==> src/rtl/tce_pkg.sv <==
`timescale 1ns / 1ps
// Shared types and constants for the tiny CPU execute unit.
// No dependencies; imported by the front, queue, back and top-level modules.
package tce_pkg;

	// Machine dimensions
	localparam int TCE_NUM_REGS    = 8;
	localparam int TCE_REG_IDX_W   = 3;
	localparam int TCE_DATA_W      = 8;
	localparam int TCE_QUEUE_DEPTH = 2;

	// Register write index that selects the program counter
	localparam logic [3:0] TCE_PC_INDEX = 4'd8;

	// Item kind carried on tuser
	typedef enum logic [1:0] {
		KIND_INSN  = 2'd0,
		KIND_DONE  = 2'd1,
		KIND_REGWR = 2'd2,
		KIND_NONE  = 2'd3
	} kind_t;

	// Major opcodes, instruction bits [19:17]
	typedef enum logic [2:0] {
		OP_ADD    = 3'd0,
		OP_ADDI   = 3'd1,
		OP_MUL    = 3'd2,
		OP_INV    = 3'd3,
		OP_BRANCH = 3'd4,
		OP_LOAD   = 3'd5,
		OP_STORE  = 3'd6,
		OP_HALT   = 3'd7
	} op_t;

	// Branch subcodes held in the destination field
	localparam logic [2:0] BR_EQ = 3'd0;
	localparam logic [2:0] BR_NE = 3'd1;
	localparam logic [2:0] BR_LT = 3'd2;

	// Decoded item handed from front to back
	typedef struct packed {
		kind_t                     kind;
		op_t                       op;
		logic [TCE_REG_IDX_W-1:0]  dest;
		logic [TCE_REG_IDX_W-1:0]  src;
		logic [TCE_REG_IDX_W-1:0]  tgt;
		logic [TCE_DATA_W-1:0]     imm;
		logic [TCE_DATA_W-1:0]     data;      // load data or register write value
		logic                      wr_gpr;    // register write to a general register
		logic                      wr_pc;     // register write to the PC
	} item_t;

endpackage

==> src/rtl/tce_front.sv <==
`timescale 1ns / 1ps
// Front end: takes input transactions, splits the instruction word and classifies the item.
// Depends on tce_pkg.
module tce_front
	import tce_pkg::*;
(
	input  logic        s_tvalid,
	output logic        s_tready,
	input  logic [39:0] s_tdata,   // instruction[19:0], load_data[27:20], reg_index[31:28],
	                               // reg_value[39:32]
	input  logic [1:0]  s_tuser,   // kind[1:0]
	output logic        push_valid,
	input  logic        push_ready,
	output item_t       push_item
);

	logic [19:0] insn;
	logic [7:0]  load_data;
	logic [3:0]  reg_index;
	logic [7:0]  reg_value;
	kind_t       kind;

	assign insn      = s_tdata[19:0];
	assign load_data = s_tdata[27:20];
	assign reg_index = s_tdata[31:28];
	assign reg_value = s_tdata[39:32];
	assign kind      = kind_t'(s_tuser);

	assign s_tready   = push_ready;
	assign push_valid = s_tvalid;

	// Field split and classification
	always_comb begin
		push_item.kind   = kind;
		push_item.op     = op_t'(insn[19:17]);
		// a register write carries its target register in the destination field
		push_item.dest   = (kind == KIND_REGWR) ? reg_index[2:0] : insn[16:14];
		push_item.src    = insn[13:11];
		push_item.tgt    = insn[10:8];
		push_item.imm    = insn[7:0];
		push_item.data   = (kind == KIND_DONE) ? load_data : reg_value;
		push_item.wr_gpr = (kind == KIND_REGWR) && !reg_index[3];
		push_item.wr_pc  = (kind == KIND_REGWR) && (reg_index == TCE_PC_INDEX);
	end

endmodule

==> src/rtl/tce_queue.sv <==
`timescale 1ns / 1ps
// Short queue of decoded items between front and back end.
// Depends on tce_pkg.
module tce_queue
	import tce_pkg::*;
#(
	parameter int DEPTH = TCE_QUEUE_DEPTH   // 2 or more
) (
	input  logic  clk,
	input  logic  arst_n,
	input  logic  push_valid,
	output logic  push_ready,
	input  item_t push_item,
	output logic  pop_valid,
	input  logic  pop,
	output item_t pop_item
);

	localparam int PTR_W = $clog2(DEPTH);
	localparam int CNT_W = $clog2(DEPTH + 1);
	localparam logic [PTR_W-1:0] LAST_PTR = PTR_W'(DEPTH - 1);
	localparam logic [CNT_W-1:0] FULL_CNT = CNT_W'(DEPTH);

	item_t            entry_q [DEPTH];
	logic [PTR_W-1:0] wr_ptr_q;
	logic [PTR_W-1:0] rd_ptr_q;
	logic [CNT_W-1:0] count_q;
	logic             do_push;
	logic             do_pop;

	assign push_ready = (count_q != FULL_CNT);
	assign pop_valid  = (count_q != '0);
	assign pop_item   = entry_q[rd_ptr_q];
	assign do_push    = push_valid && push_ready;
	assign do_pop     = pop && pop_valid;

	// Pointers and fill count
	always_ff @(posedge clk or negedge arst_n) begin
		if (!arst_n) begin
			wr_ptr_q <= '0;
			rd_ptr_q <= '0;
			count_q  <= '0;
		end else begin
			if (do_push)
				wr_ptr_q <= (wr_ptr_q == LAST_PTR) ? '0 : wr_ptr_q + 1'b1;
			if (do_pop)
				rd_ptr_q <= (rd_ptr_q == LAST_PTR) ? '0 : rd_ptr_q + 1'b1;
			if (do_push && !do_pop)
				count_q <= count_q + 1'b1;
			else if (do_pop && !do_push)
				count_q <= count_q - 1'b1;
		end
	end

	// Entry storage, payload only
	always_ff @(posedge clk) begin
		if (do_push)
			entry_q[wr_ptr_q] <= push_item;
	end

endmodule

==> src/rtl/tce_back.sv <==
`timescale 1ns / 1ps
// Back end: architectural state, instruction execution and the output register.
// Depends on tce_pkg.
module tce_back
	import tce_pkg::*;
(
	input  logic        clk,
	input  logic        arst_n,
	input  logic        pop_valid,
	output logic        pop,
	input  item_t       pop_item,
	output logic        m_tvalid,
	input  logic        m_tready,
	output logic [39:0] m_tdata    // pc[7:0], halted[8], waiting[9], mem_valid[10],
	                               // mem_is_store[11], mem_address[19:12],
	                               // store_data[27:20], reg_written[28],
	                               // written_index[31:29], written_value[39:32]
);

	// Architectural state
	logic [TCE_DATA_W-1:0]    rf_q [TCE_NUM_REGS];
	logic [TCE_DATA_W-1:0]    pc_q;
	logic                     halt_q;
	logic                     wait_q;
	logic                     pend_load_q;
	logic [TCE_REG_IDX_W-1:0] pend_dest_q;

	// Output register
	logic        out_valid_q;
	logic [39:0] out_data_q;

	// Next-state values
	logic [TCE_DATA_W-1:0]    pc_d;
	logic                     halt_d;
	logic                     wait_d;
	logic                     pend_load_d;
	logic [TCE_REG_IDX_W-1:0] pend_dest_d;

	// Result fields
	logic                     mem_valid;
	logic                     mem_is_store;
	logic [TCE_DATA_W-1:0]    mem_address;
	logic [TCE_DATA_W-1:0]    store_data;
	logic                     reg_written;
	logic [TCE_REG_IDX_W-1:0] written_index;
	logic [TCE_DATA_W-1:0]    written_value;

	logic [TCE_DATA_W-1:0]    rs;
	logic [TCE_DATA_W-1:0]    rt;
	logic                     taken;

	// Execute when an item is queued and the output slot is free or draining
	assign pop      = pop_valid && (!out_valid_q || m_tready);
	assign m_tvalid = out_valid_q;
	assign m_tdata  = out_data_q;

	assign rs = rf_q[pop_item.src];
	assign rt = rf_q[pop_item.tgt];

	// Execute
	always_comb begin
		pc_d          = pc_q;
		halt_d        = halt_q;
		wait_d        = wait_q;
		pend_load_d   = pend_load_q;
		pend_dest_d   = pend_dest_q;
		mem_valid     = 1'b0;
		mem_is_store  = 1'b0;
		mem_address   = '0;
		store_data    = '0;
		reg_written   = 1'b0;
		written_index = '0;
		written_value = '0;
		taken         = 1'b0;
		unique case (pop_item.kind)
			KIND_INSN: begin
				if (!halt_q && !wait_q) begin
					pc_d = pc_q + 1'b1;
					unique case (pop_item.op)
						OP_ADD: begin
							reg_written   = 1'b1;
							written_value = rs + rt;
						end
						OP_ADDI: begin
							reg_written   = 1'b1;
							written_value = rs + pop_item.imm;
						end
						OP_MUL: begin
							reg_written   = 1'b1;
							written_value = rs[7:4] * rs[3:0];
						end
						OP_INV: begin
							reg_written   = 1'b1;
							written_value = ~rs;
						end
						OP_BRANCH: begin
							unique case (pop_item.dest)
								BR_EQ:   taken = (rs == rt);
								BR_NE:   taken = (rs != rt);
								BR_LT:   taken = ($signed(rs) < $signed(rt));
								default: taken = 1'b0;
							endcase
							if (taken)
								pc_d = pop_item.imm;
						end
						OP_LOAD: begin
							mem_valid   = 1'b1;
							mem_address = rt;
							wait_d      = 1'b1;
							pend_load_d = 1'b1;
							pend_dest_d = pop_item.dest;
							pc_d        = pc_q;
						end
						OP_STORE: begin
							mem_valid    = 1'b1;
							mem_is_store = 1'b1;
							mem_address  = rt;
							store_data   = rs;
							wait_d       = 1'b1;
							pend_load_d  = 1'b0;
							pc_d         = pc_q;
						end
						OP_HALT: begin
							halt_d = 1'b1;
						end
						default: ;
					endcase
					if (reg_written)
						written_index = pop_item.dest;
				end
			end
			KIND_DONE: begin
				if (wait_q) begin
					if (pend_load_q) begin
						reg_written   = 1'b1;
						written_index = pend_dest_q;
						written_value = pop_item.data;
					end
					wait_d      = 1'b0;
					pend_load_d = 1'b0;
					pc_d        = pc_q + 1'b1;
				end
			end
			KIND_REGWR: begin
				if (pop_item.wr_gpr) begin
					reg_written   = 1'b1;
					written_index = pop_item.dest;
					written_value = pop_item.data;
				end else if (pop_item.wr_pc) begin
					pc_d        = pop_item.data;
					halt_d      = 1'b0;
					wait_d      = 1'b0;
					pend_load_d = 1'b0;
				end
			end
			default: ;
		endcase
	end

	// State and output register update
	always_ff @(posedge clk or negedge arst_n) begin
		if (!arst_n) begin
			for (int i = 0; i < TCE_NUM_REGS; i++)
				rf_q[i] <= '0;
			pc_q        <= '0;
			halt_q      <= 1'b0;
			wait_q      <= 1'b0;
			pend_load_q <= 1'b0;
			pend_dest_q <= '0;
			out_valid_q <= 1'b0;
		end else begin
			if (pop) begin
				if (reg_written)
					rf_q[written_index] <= written_value;
				pc_q        <= pc_d;
				halt_q      <= halt_d;
				wait_q      <= wait_d;
				pend_load_q <= pend_load_d;
				pend_dest_q <= pend_dest_d;
				out_valid_q <= 1'b1;
			end else if (m_tready) begin
				out_valid_q <= 1'b0;
			end
		end
	end

	// Output payload
	always_ff @(posedge clk) begin
		if (pop)
			out_data_q <= {written_value, written_index, reg_written, store_data,
			               mem_address, mem_is_store, mem_valid, wait_d, halt_d, pc_d};
	end

endmodule

==> src/rtl/tiny_cpu_execute_unit_core.sv <==
`timescale 1ns / 1ps
// Execute unit for an eight-register 8-bit machine with 20-bit instructions.
// Path: an input transaction is written into the queue, then executed into the output register on m_tdata.
// Throughput: one item per cycle while m_tready keeps the output register draining, set by the back end execute stage.
// Reset: arst_n clears registers, PC, flags, queue and output valid asynchronously.
// Depends on tce_pkg, tce_front, tce_queue and tce_back.
module tiny_cpu_execute_unit_core
	import tce_pkg::*;
#(
	parameter int QUEUE_DEPTH = TCE_QUEUE_DEPTH
) (
	input  logic        clk,
	input  logic        arst_n,
	input  logic        s_tvalid,
	output logic        s_tready,
	input  logic [39:0] s_tdata,   // instruction[19:0], load_data[27:20], reg_index[31:28],
	                               // reg_value[39:32]
	input  logic [1:0]  s_tuser,   // kind[1:0]
	output logic        m_tvalid,
	input  logic        m_tready,
	output logic [39:0] m_tdata    // pc[7:0], halted[8], waiting[9], mem_valid[10],
	                               // mem_is_store[11], mem_address[19:12],
	                               // store_data[27:20], reg_written[28],
	                               // written_index[31:29], written_value[39:32]
);

	logic  push_valid;
	logic  push_ready;
	item_t push_item;
	logic  pop_valid;
	logic  pop;
	item_t pop_item;

	tce_front u_front (
		.s_tvalid   (s_tvalid),
		.s_tready   (s_tready),
		.s_tdata    (s_tdata),
		.s_tuser    (s_tuser),
		.push_valid (push_valid),
		.push_ready (push_ready),
		.push_item  (push_item)
	);

	tce_queue #(
		.DEPTH (QUEUE_DEPTH)
	) u_queue (
		.clk        (clk),
		.arst_n     (arst_n),
		.push_valid (push_valid),
		.push_ready (push_ready),
		.push_item  (push_item),
		.pop_valid  (pop_valid),
		.pop        (pop),
		.pop_item   (pop_item)
	);

	tce_back u_back (
		.clk       (clk),
		.arst_n    (arst_n),
		.pop_valid (pop_valid),
		.pop       (pop),
		.pop_item  (pop_item),
		.m_tvalid  (m_tvalid),
		.m_tready  (m_tready),
		.m_tdata   (m_tdata)
	);

endmodule

==> config.mk <==
export PLATFORM = sky130hd
export DESIGN_NAME = tiny_cpu_execute_unit_core
export DESIGN_NICKNAME = d
export VERILOG_FILES = /design/src/rtl/tce_pkg.sv /design/src/rtl/tce_front.sv /design/src/rtl/tce_queue.sv /design/src/rtl/tce_back.sv /design/src/rtl/tiny_cpu_execute_unit_core.sv
export SDC_FILE = /design/constraint.sdc
export NUM_CORES = 1
export LEC_CHECK = 0
export BUFFER_PORTS_ARGS = -buffer_cell sky130_fd_sc_hd__buf_4
export CELL_PAD_IN_SITES_DETAIL_PLACEMENT = 0
export CELL_PAD_IN_SITES_GLOBAL_PLACEMENT = 1
export CORE_MARGIN = 5
export CORE_UTILIZATION = 54
export CTS_BUF_LIST = sky130_fd_sc_hd__clkbuf_4
export DETAILED_ROUTE_END_ITERATION = 10
export PLACE_DENSITY_LB_ADDON = 0.2
export SYNTH_ARGS = -nofsm -noshare
export SYNTH_HDL_FRONTEND = slang
export SYNTH_SLANG_ARGS = --single-unit
==> constraint.sdc <==
create_clock -name clk -period 9.4 [get_ports clk]
set_input_delay 0.47 -clock clk [delete_from_list [all_inputs] [get_ports clk]]
set_output_delay 0.47 -clock clk [all_outputs]
set_load 0.03 [all_outputs]
==> results of run 1 <==
==> cells in the final DEF, fill, tap and decap left out, types with 4 or more instances in the layout <==
master / n
edfxtp_1: 104
nor2_1: 92
inv_6: 4
inv_1: 36
nand4_1: 4
and2_1: 11
o21ai_1: 5
o211ai_1: 14
xnor2_1: 16
a221oi_1: 7
and3_1: 4
a21oi_2: 6
o221ai_1: 5
mux2_2: 70
nor4_1: 5
mux2i_1: 37
a21oi_1: 60
mux4_2: 23
a31oi_1: 14
dfrtp_1: 82
o21ai_0: 32
a211oi_1: 13
nor2_2: 5
nor3_1: 6
o21bai_1: 4
ha_1: 33
clkbuf_4: 21
buf_4: 98
xor2_1: 7
fa_1: 5
nand2_1: 56
a21o_1: 6
o21a_1: 6
a222oi_1: 4
nand2b_1: 13
nor2b_1: 13
o22ai_1: 5
nand3_1: 14
==> cells by family after synthesis <==
family	after synthesis
and+or+nand+nor	245
AOI/OAI and AO/OA	215
DFF	187
muxes	135
buffers and inverters	72
adders and majority gates	38
xor gates and xnor gates	23
==> area by class of cell <==
class | instances | area, sq um | share of cell area, %
flip-flops and latches | 187 | 5200 | 43.8
multi-input cells | 656 | 5170 | 43.5
inverters | 37 | 139 | 1.17
clock inverters | 11 | 113 | 0.949
diodes | 1 | 2.50 | 0.0211
clock buffers | 21 | 158 | 1.33
well taps | 265 | 332 | 2.79
repair buffers | 100 | 756 | 6.37
==> critical path: stages (launching register included) <==
cell and delay, ns:
dfrtp_4 0.76, mux2i_4 0.70, mux4_2 0.59, and2_1 0.18
a31oi_2 0.31, inv_1 0.15, nand2_1 0.11, fa_1 0.41
inv_1 0.10, fa_1 0.44, fa_1 0.47, a21o_1 0.19
a21oi_1 0.17, xnor2_1 0.19, a21oi_1 0.11, o21ai_1 0.11
a21oi_1 0.07, nor3_2 0.43, mux2_2 0.25
==> worst max-delay path by stage <==
stage / endpoint / slack [ns] / cells after the start
6_report: u_back.rf_q[46] / 3.58 / 18
3_5_place_dp: u_back.m_tdata[39] / 3.63 / 18
5_1_grt: u_back.m_tdata[39] / 3.09 / 18
3_3_place_gp: u_back.m_tdata[39] / 3.77 / 18
4_1_cts: u_back.m_tdata[39] / 3.58 / 18
2_1_floorplan: u_back.m_tdata[39] / 4.75 / 19
==> through the flow <==
stage               setup slack (ns)  util [%]
floorplan                       4.75         -
global placement                3.77      59.5
detailed placement              3.63      59.5
CTS                             3.58      60.9
global route                    3.09      61.0
finish                          3.58      61.0
==> routing by layer <==
metal,GRT usage (%),routed length (um),up-vias
met4,7.98,703,0
met3,4.46,1750,48
met2,37.2,12400,295
met5,0,0,-
met1,37.5,12500,3816
li1,-,-,3612
==> power by group through the flow <==
stage / Sequential, mW / Clock, mW / Combinational, mW
after detailed placement: 1.37 / 0 / 2.02
after floorplan: 1.42 / 0 / 1.37
after CTS: 1.35 / 0.440 / 2.02
after global placement: 1.36 / 0 / 2.00
final: 1.35 / 0.432 / 2.04
after global routing: 1.38 / 0.479 / 2.21
==> synthesized netlist by cell type, types with 6 or more instances <==
master / instances
a21oi_2: 6
nand2_1: 56
buf_2: 14
a221oi_1: 7
nor2b_1: 13
dfrtp_1: 83
mux4_2: 23
inv_1: 37
a211oi_1: 13
xor2_1: 7
nand2b_1: 13
nor3_1: 6
edfxtp_1: 104
and2_1: 11
ha_1: 33
a21oi_1: 60
o21ai_0: 32
clkbuf_1: 14
mux2_2: 70
a21o_1: 6
nor2_1: 93
a31oi_1: 14
mux2i_1: 37
o211ai_1: 14
nand3_1: 14
xnor2_1: 16
o21a_1: 6
==> flip-flops by register name, summed over array words and instances (netlist names) <==
| register | flops |
|---|---|
| u_back.pc_q | 8 |
| u_back.pend_load_q | 1 |
| u_back.rf_q | 64 |
| u_queue.rd_ptr_q | 1 |
| u_back.wait_q | 1 |
| u_back.pend_dest_q | 3 |
| u_queue.count_q | 2 |
| u_back.halt_q | 1 |
| u_back.m_tdata | 40 |
| u_queue.entry_q | 64 |
| u_back.m_tvalid | 1 |
| u_queue.wr_ptr_q | 1 |
==> impl_metrics.tcl, run 1 <==
set metrics [dict create \
    status "finished, final reports clean" \
    die_area_sq_um 22700 \
    p_per_area_nw_per_um2 322 \
    rows 51 \
    grt_max_degree 52 \
    wire_per_inst_um 21.5 \
    p_comb_share_pct 53.3 \
    ant_nets 0 \
    hp-class "in -> reg" \
    fin_setup_tns_ns 0 \
    power_leakage_nw 4.95 \
    area_delta_synth_final_pct 11.1 \
    initial_core_util_pct 54.9 \
    rrSetupSlack_ns 3.58 \
    crit_path_start "u_queue.rd_ptr_q" \
    synth-adder-area-share_pct 4.80 \
    yosysUniqueCellTypes 79 \
    timing.fmax_mhz 172 \
    path_class "reg -> reg" \
    cts_repair_resize_count 0 \
    power.total_mw 3.82 \
    placed_cells 1243 \
    synthesis.area_sq_um 10700 \
    synth_top_family_by_area "multiplexers" \
    numCtsBuffers 17 \
    layout-drive-gt1-share_pct 25.9 \
    synth.area.top_cells "edfxtp_1, dfrtp_1, mux2_2" \
    critPathMaxFanout 44 \
    synth-simple-area-share_pct 11.2 \
    place.gp.congestion 0.959 \
    peakVddDrop_mv 0.223 \
    ctsHtreeMaxLevel 4 \
    finalClockSkew_ns 0.0256 \
    placed_area_sq_um 11600 \
    dp_hpwl_mm 19.8 \
    cts_setup_buffers 0 \
    grt_pass1_wl_mm 42.7 \
    switchingPower_mw 1.75 \
    synthFlopType "edfxtp_1" \
    internal_power_mw 2.07 \
    synth_xor_area_share_pct 1.89 \
    vias_per_cell 6.08 \
    finalHoldViolCount 0 \
    path_clk_slew_ns 0.15 \
    clk_path_buf_depth 2 \
    maxSlewHeadroom_pct 24.2 \
    synth_top_cell_by_area "edfxtp_1" \
    cts_tree "built" \
    cp_data_required_time_ns 9.91 \
    dr.first_iter.drc_count 763 \
    ff2ff_path_depth 18 \
    min_period_ns 5.82 \
    min_from "s_tdata[3]" \
    worstMarginPinSlew_ns 1.14 \
    synth.area.mux_share_pct 16.6 \
    synth_top_area_share_pct 29.2 \
    track_usage_pct 25.0 \
    drc 0 \
    stdcell_count 1278 \
    syn_area_per_cell_sq_um 11.7 \
    min_delay_path_depth 1 \
    synth-compound-area-share_pct 13.9 \
    cts_sinks 187 \
    boundaryPins 88 \
    core_sq_um 19500 \
    vias 7771 \
    hold_buffers 1 \
    synth-edff-count 104 \
    worstReg2RegStart "u_queue.rd_ptr_q" \
    fillers 1596 \
    report.final.slew_viol_count 0 \
    die_y_um 151 \
    setup_viol 0 \
    grt_setup_unrepaired "no" \
    port_buffers 87 \
    yosysWarnings 0 \
    syn_nets 999 \
    clkPwrFrac_pct 11.3 \
    timing.rr.end "u_back.rf_q[46]" \
    cts_root_buffer "clkbuf_4" \
    seq_power_share_pct 35.4 \
    clock_latency_ns 0.58 \
    synth_cells 915 \
    fin_area_sq_um 11900 \
    die_w_um 151 \
    synth-seq-cells 187 \
    overflow 0 \
    grt_pass1_vias 7396 \
    end_kind "flop" \
    whs_ns 0.0732 \
    switching_share_pct 45.9 \
    wirelength_mm 27.4 \
    yosysSeqAreaShare_pct 48.7 \
    drt_first_pass_iters 6 \
    async_reset_ff_share_pct 44.4 \
    cap_violations 0 \
    finalNetCount 1083 \
    whs_endpoint "u_queue.entry_q[0][13]" \
    arrival_ns 6.33 \
    start_kind "flop" \
    period_share_pct 61.9 \
    antenna_found_initial 1 \
]
Power figures use the tool's default switching activity.
==> run 2: changes to the inputs <==
CORE_UTILIZATION = 46   (was 54)
clock period = 4.8 ns   (was 9.4 ns; I/O delays follow)
==> impl_metrics.tcl, run 2 (same netlist as run 1, synthesis figures left out) <==
set metrics [dict create \
    die_w_um 162 \
    crit_slowest_cell "dfrtp_4" \
    path_clk_slew_ns 0.16 \
    ant_nets 0 \
    fin_util_pct 56.9 \
    power_leakage_nw 5.41 \
    wire_per_inst_um 21.0 \
    vias 8135 \
    port_buffers 87 \
    report.final.slew_viol_count 0 \
    detailedPlace.worstSlack_ns 0.00147 \
    cp_data_required_time_ns 5.28 \
    drc 0 \
    hp-class "in -> reg" \
    multiInputGateArea_sq_um 5270 \
    fillers 1962 \
    cts_tree "built" \
    layout-drive-gt1-share_pct 29.6 \
    final-seq-area_sq_um 5200 \
    grt_max_degree 58 \
    final_common_cell "buf_4" \
    drt_first_pass_iters 8 \
    layout_common_cells "buf_4, edfxtp_1, nor2_1, dfrtp_1, mux2_2" \
    vias_per_cell 5.74 \
    rows 55 \
    worstMarginPinSlew_ns 1.03 \
    end_kind "flop" \
    finalNetCount 1175 \
    cts_root_buffer "clkbuf_4" \
    crit_top_cell "a21oi_2" \
    grt_pass1_vias 7930 \
    status "finished, final reports clean" \
    maxSlewHeadroom_pct 31.0 \
    p_per_area_nw_per_um2 617 \
    dp_hpwl_mm 21.7 \
    area_delta_synth_final_pct 21.4 \
    clock_latency_ns 0.59 \
    path_class "reg -> reg" \
    die_y_um 162 \
    die_area_sq_um 26400 \
    min_period_ns 4.67 \
    max_stage_delay_ns 0.55 \
    core_sq_um 22800 \
    wirelength_mm 29.8 \
    ctsHtreeMaxLevel 4 \
    period_share_pct 97.3 \
    crit_buf_inv 4 \
    boundaryPins 88 \
    finalClockSkew_ns 0.0297 \
    start_kind "flop" \
    antenna_found_initial 1 \
    peakVddDrop_mv 0.289 \
    finalHoldViolCount 0 \
    path_cells "mux2i_4, buf_6, clkbuf_16, mux4_2, nor2_2, a21oi_2, buf_6, and2_1, ha_1, ha_1, ha_4, fa_2, a21o_1, a21oi_2, xnor2_1, a21oi_1, o21ai_1, a21oi_2, nor3_4, buf_12, mux2_2" \
    numCtsBuffers 17 \
    power.total_mw 8.01 \
    initial_core_util_pct 46.9 \
    track_usage_pct 22.7 \
    place.gp.congestion 0.867 \
    critPathMaxFanout 9 \
    cts_sinks 187 \
    setup_viol 0 \
    timing.fmax_mhz 214 \
    clk_path_buf_depth 2 \
    grt_pass1_wl_mm 46.1 \
    cap_violations 0 \
    overflow 0 \
    fin_ws_ns 0.131 \
    cp_top_family "adder cells" \
    arrival_ns 5.15 \
    dr.first_iter.drc_count 689 \
]
-- run 2: cell types whose count changed in the layout (fill, tap and decap cells not counted), sizes merged --
cell,delta
buf,+47
clkbuf,-2
clkinv,+1
dlygate4sd3,+43
inv,+3
-- run 2: per-layer routing --
metal	up-vias	GRT usage, %	wire, um
li1	3795	-	-
met1	4039	32.1	13100
met2	257	36.7	14400
met3	44	3.26	1540
met4	0	6.73	770
met5	-	0	0
-- run 2: worst register-to-register path: stages (launching register included) --
cell and delay (ns):
dfrtp_4 0.55, mux2i_4 0.29, buf_6 0.15, clkbuf_16 0.13
mux4_2 0.49, nor2_2 0.10, a21oi_2 0.06, buf_6 0.16
and2_1 0.16, ha_1 0.30, ha_1 0.34, ha_4 0.19
fa_2 0.40, a21o_1 0.20, a21oi_2 0.14, xnor2_1 0.07
a21oi_1 0.13, o21ai_1 0.09, a21oi_2 0.16, nor3_4 0.06
buf_12 0.15, mux2_2 0.26
-- run 2: power breakdown --
part	switching [mW]	internal, mW
Clock	0.617	0.287
Sequential	0.334	2.26
Combinational	2.70	1.81
-- run 2: final cells by class --
cell class	instances	area share, %
sequential	187	40.1
multi-input combinational	656	40.7
clock inverter	15	1.35
timing repair buffer	192	12.8
tap	313	3.02
clock buffer	17	0.984
inverter	37	1.07
antenna	1	0.0193
-- run 2: what timing repair did --
| item | in CTS | in global routing |
|---|---|---|
| hold buffers | 45 | 0 |
| cloned | 0 | 2 |
| pin swaps | 1 | 7 |
| endpoints found under the hold margin | 91 | 0 |
| gates resized for setup | 1 | 22 |
| endpoints found under the setup margin | 10 | 24 |
| buffers inserted | 0 | 7 |
-- run 2: final timing paths --
path,start,endpoint,slack [ns],cells past startpoint
max in group asynchronous,arst_n,u_queue.rd_ptr_q,3.53,3
worst min-delay path,s_tvalid,u_queue.wr_ptr_q,0.03,3
worst max-delay path,u_queue.rd_ptr_q,u_back.rf_q[54],0.13,21
worst max register to register,u_queue.rd_ptr_q,u_back.rf_q[54],0.13,21
worst min register to register,u_back.pend_dest_q[1],u_back.pend_dest_q[1],0.52,2
min in group asynchronous,arst_n,u_back.pc_q[3],0.12,2
-- run 2: per-stage QoR --
step           hold WS (ns)  area, sq um  setup TNS, ns  instances
2_1_floorplan       -0.0556        10700              0        915
3_3_place_gp          0.207        12000              0       1331
3_5_place_dp          0.206        12000              0       1331
4_1_cts              0.0151        12700              0       1408
5_1_grt             0.00989        13000         -0.376       1418
6_report             0.0306        13000              0       1418
==> run 3: changes to the inputs <==
CORE_UTILIZATION = 31   (was 46)
==> impl_metrics.tcl, run 3 (same netlist as run 1, synthesis figures left out) <==
set metrics [dict create \
    report.final.slew_viol_count 0 \
    internal_power_mw 4.54 \
    track_usage_pct 17.1 \
    hp-class "in -> async" \
    ctsHtreeMaxLevel 4 \
    boundaryPins 88 \
    cts_root_buffer "clkbuf_4" \
    start_kind "flop" \
    maxSlewHeadroom_pct 28.5 \
    switching_share_pct 45.0 \
    max_stage_delay_ns 0.54 \
    seq_power_share_pct 31.4 \
    cp_data_required_time_ns 5.31 \
    stdcell_count 1573 \
    endpoint "u_back.rf_q[31]" \
    timing.rr.end "u_back.rf_q[31]" \
    drt_first_pass_iters 5 \
    vias 8097 \
    ff2ff_path_depth 19 \
    clkPwrFrac_pct 12.2 \
    grt_setup_unrepaired "yes" \
    finalHoldViolCount 0 \
    cts_sinks 187 \
    path_class "reg -> reg" \
    layout-drive-gt1-share_pct 29.9 \
    period_share_pct 96.5 \
    dp_hpwl_mm 23.9 \
    clk_path_buf_depth 2 \
    p_comb_share_pct 56.5 \
    worstReg2RegStart "u_queue.rd_ptr_q" \
    final_common_cell "buf_4" \
    layout_common_cells "buf_4, edfxtp_1, nor2_1, dfrtp_1, mux2_2" \
    path_cells "mux2i_4, mux4_2, and2_1, a31oi_4, inv_1, nand2_1, fa_1, inv_1, fa_2, ha_4, a211oi_2, o21bai_1, a21oi_2, xnor2_1, a22oi_1, o2111ai_1, o21ai_2, buf_4, a31oi_1" \
    setup_viol 0 \
    cap_violations 0 \
    power_leakage_nw 5.46 \
    initial_core_util_pct 31.2 \
    area_delta_synth_final_pct 23.6 \
    crit_buf_inv 3 \
    drc 0 \
    wire_per_inst_um 20.8 \
    finalNetCount 1188 \
    crit_path_start "u_queue.rd_ptr_q" \
    port_buffers 87 \
    rows 68 \
    critPathMaxFanout 4 \
    path_clk_slew_ns 0.16 \
    grt_pass1_vias 8228 \
    clock_latency_ns 0.62 \
    switchingPower_mw 3.71 \
    place.gp.congestion 0.841 \
    cp.depth 19 \
    wirelength_mm 32.8 \
    grt_pass1_wl_mm 50.4 \
    ant_nets 0 \
    placed_cells 1489 \
    fin_util_pct 38.5 \
    numCtsBuffers 17 \
    status "finished, final reports clean" \
    p_per_area_nw_per_um2 625 \
    die_y_um 196 \
    timing.fmax_mhz 216 \
    arrival_ns 5.14 \
    cp_top_family "compound AO/OA/AOI/OAI gates" \
    crit_slowest_cell "dfrtp_4" \
    dr.first_iter.drc_count 567 \
    cts_tree "built" \
    min_period_ns 4.63 \
    core_sq_um 34300 \
    finalClockSkew_ns 0.0240 \
    worstMarginPinSlew_ns 1.07 \
    overflow 0 \
    rrSetupSlack_ns 0.17 \
    fin_area_sq_um 13200 \
    die_w_um 196 \
    placed_area_sq_um 12300 \
    whs_ns 0.170 \
    grt_max_degree 51 \
    antenna_found_initial 1 \
    vias_per_cell 5.15 \
    die_area_sq_um 38300 \
    peakVddDrop_mv 0.180 \
    crit_top_cell "inv_1" \
    end_kind "flop" \
]
[run 3: changes by cell type in the layout (fill, tap and decap cells not counted), sizes merged]
cell | before | now
buf | 145 | 158
bufinv | 1 | 4
clkinvlp | 2 | 3
clkbuf | 19 | 18
nor3 | 9 | 10
inv | 45 | 40
dlygate4sd3 | 45 | 46
[run 3: area by class of cell]
type                       instances  area (sq um)
antenna                            1          2.50
timing repair buffer             204          1710
multi-input combinational        657          5260
inverter                          37           139
fill                            3412         21100
tap                              455           569
clock inverter                    14           194
sequential                       187          5200
clock buffer                      18           135
[run 3: per-layer routing]
layer,track usage (%),wire [um],vias up
li1,-,-,3832
met1,23.9,15200,4033
met2,28.0,15700,200
met3,2.61,1350,32
met4,4.42,559,0
met5,0,0,-
[run 3: worst min-delay path by stage]
stage | start | endpoint | cells past startpoint
global placement | arst_n | u_back.rf_q[42] | 1
floorplan | arst_n | u_back.halt_q | 0
CTS | arst_n | u_back.rf_q[34] | 2
detailed placement | arst_n | u_back.rf_q[42] | 1
global route | arst_n | u_back.rf_q[34] | 2
finish | arst_n | u_back.rf_q[34] | 2
[run 3: power by group through the flow]
stage	sequential, mW	combinational [mW]	clock, mW
CTS	2.59	4.58	1.05
detailed placement	2.63	4.52	0
global placement	2.63	4.52	0
global route	2.65	5.05	1.11
floorplan	2.78	2.69	0
finish	2.59	4.66	1.01
[run 3: metrics by stage]
stage	worst slack [ns]	setup TNS [ns]	power, mW
floorplan	0.155	0	5.47
global placement	0.0759	0	7.14
detailed placement	-0.0162	-0.0766	7.15
CTS	0.0357	0	8.22
global route	-0.0327	-0.152	8.81
finish	0.170	0	8.25
[run 3: what timing repair did]
item / in CTS / in global routing
resized for setup: 1 / 19
pin swaps: 0 / 5
hold buffers: 46 / 0
endpoints found under the hold margin: 108 / 0
cloned: 0 / 1
setup buffers: 0 / 4
endpoints found under the setup margin: 8 / 43
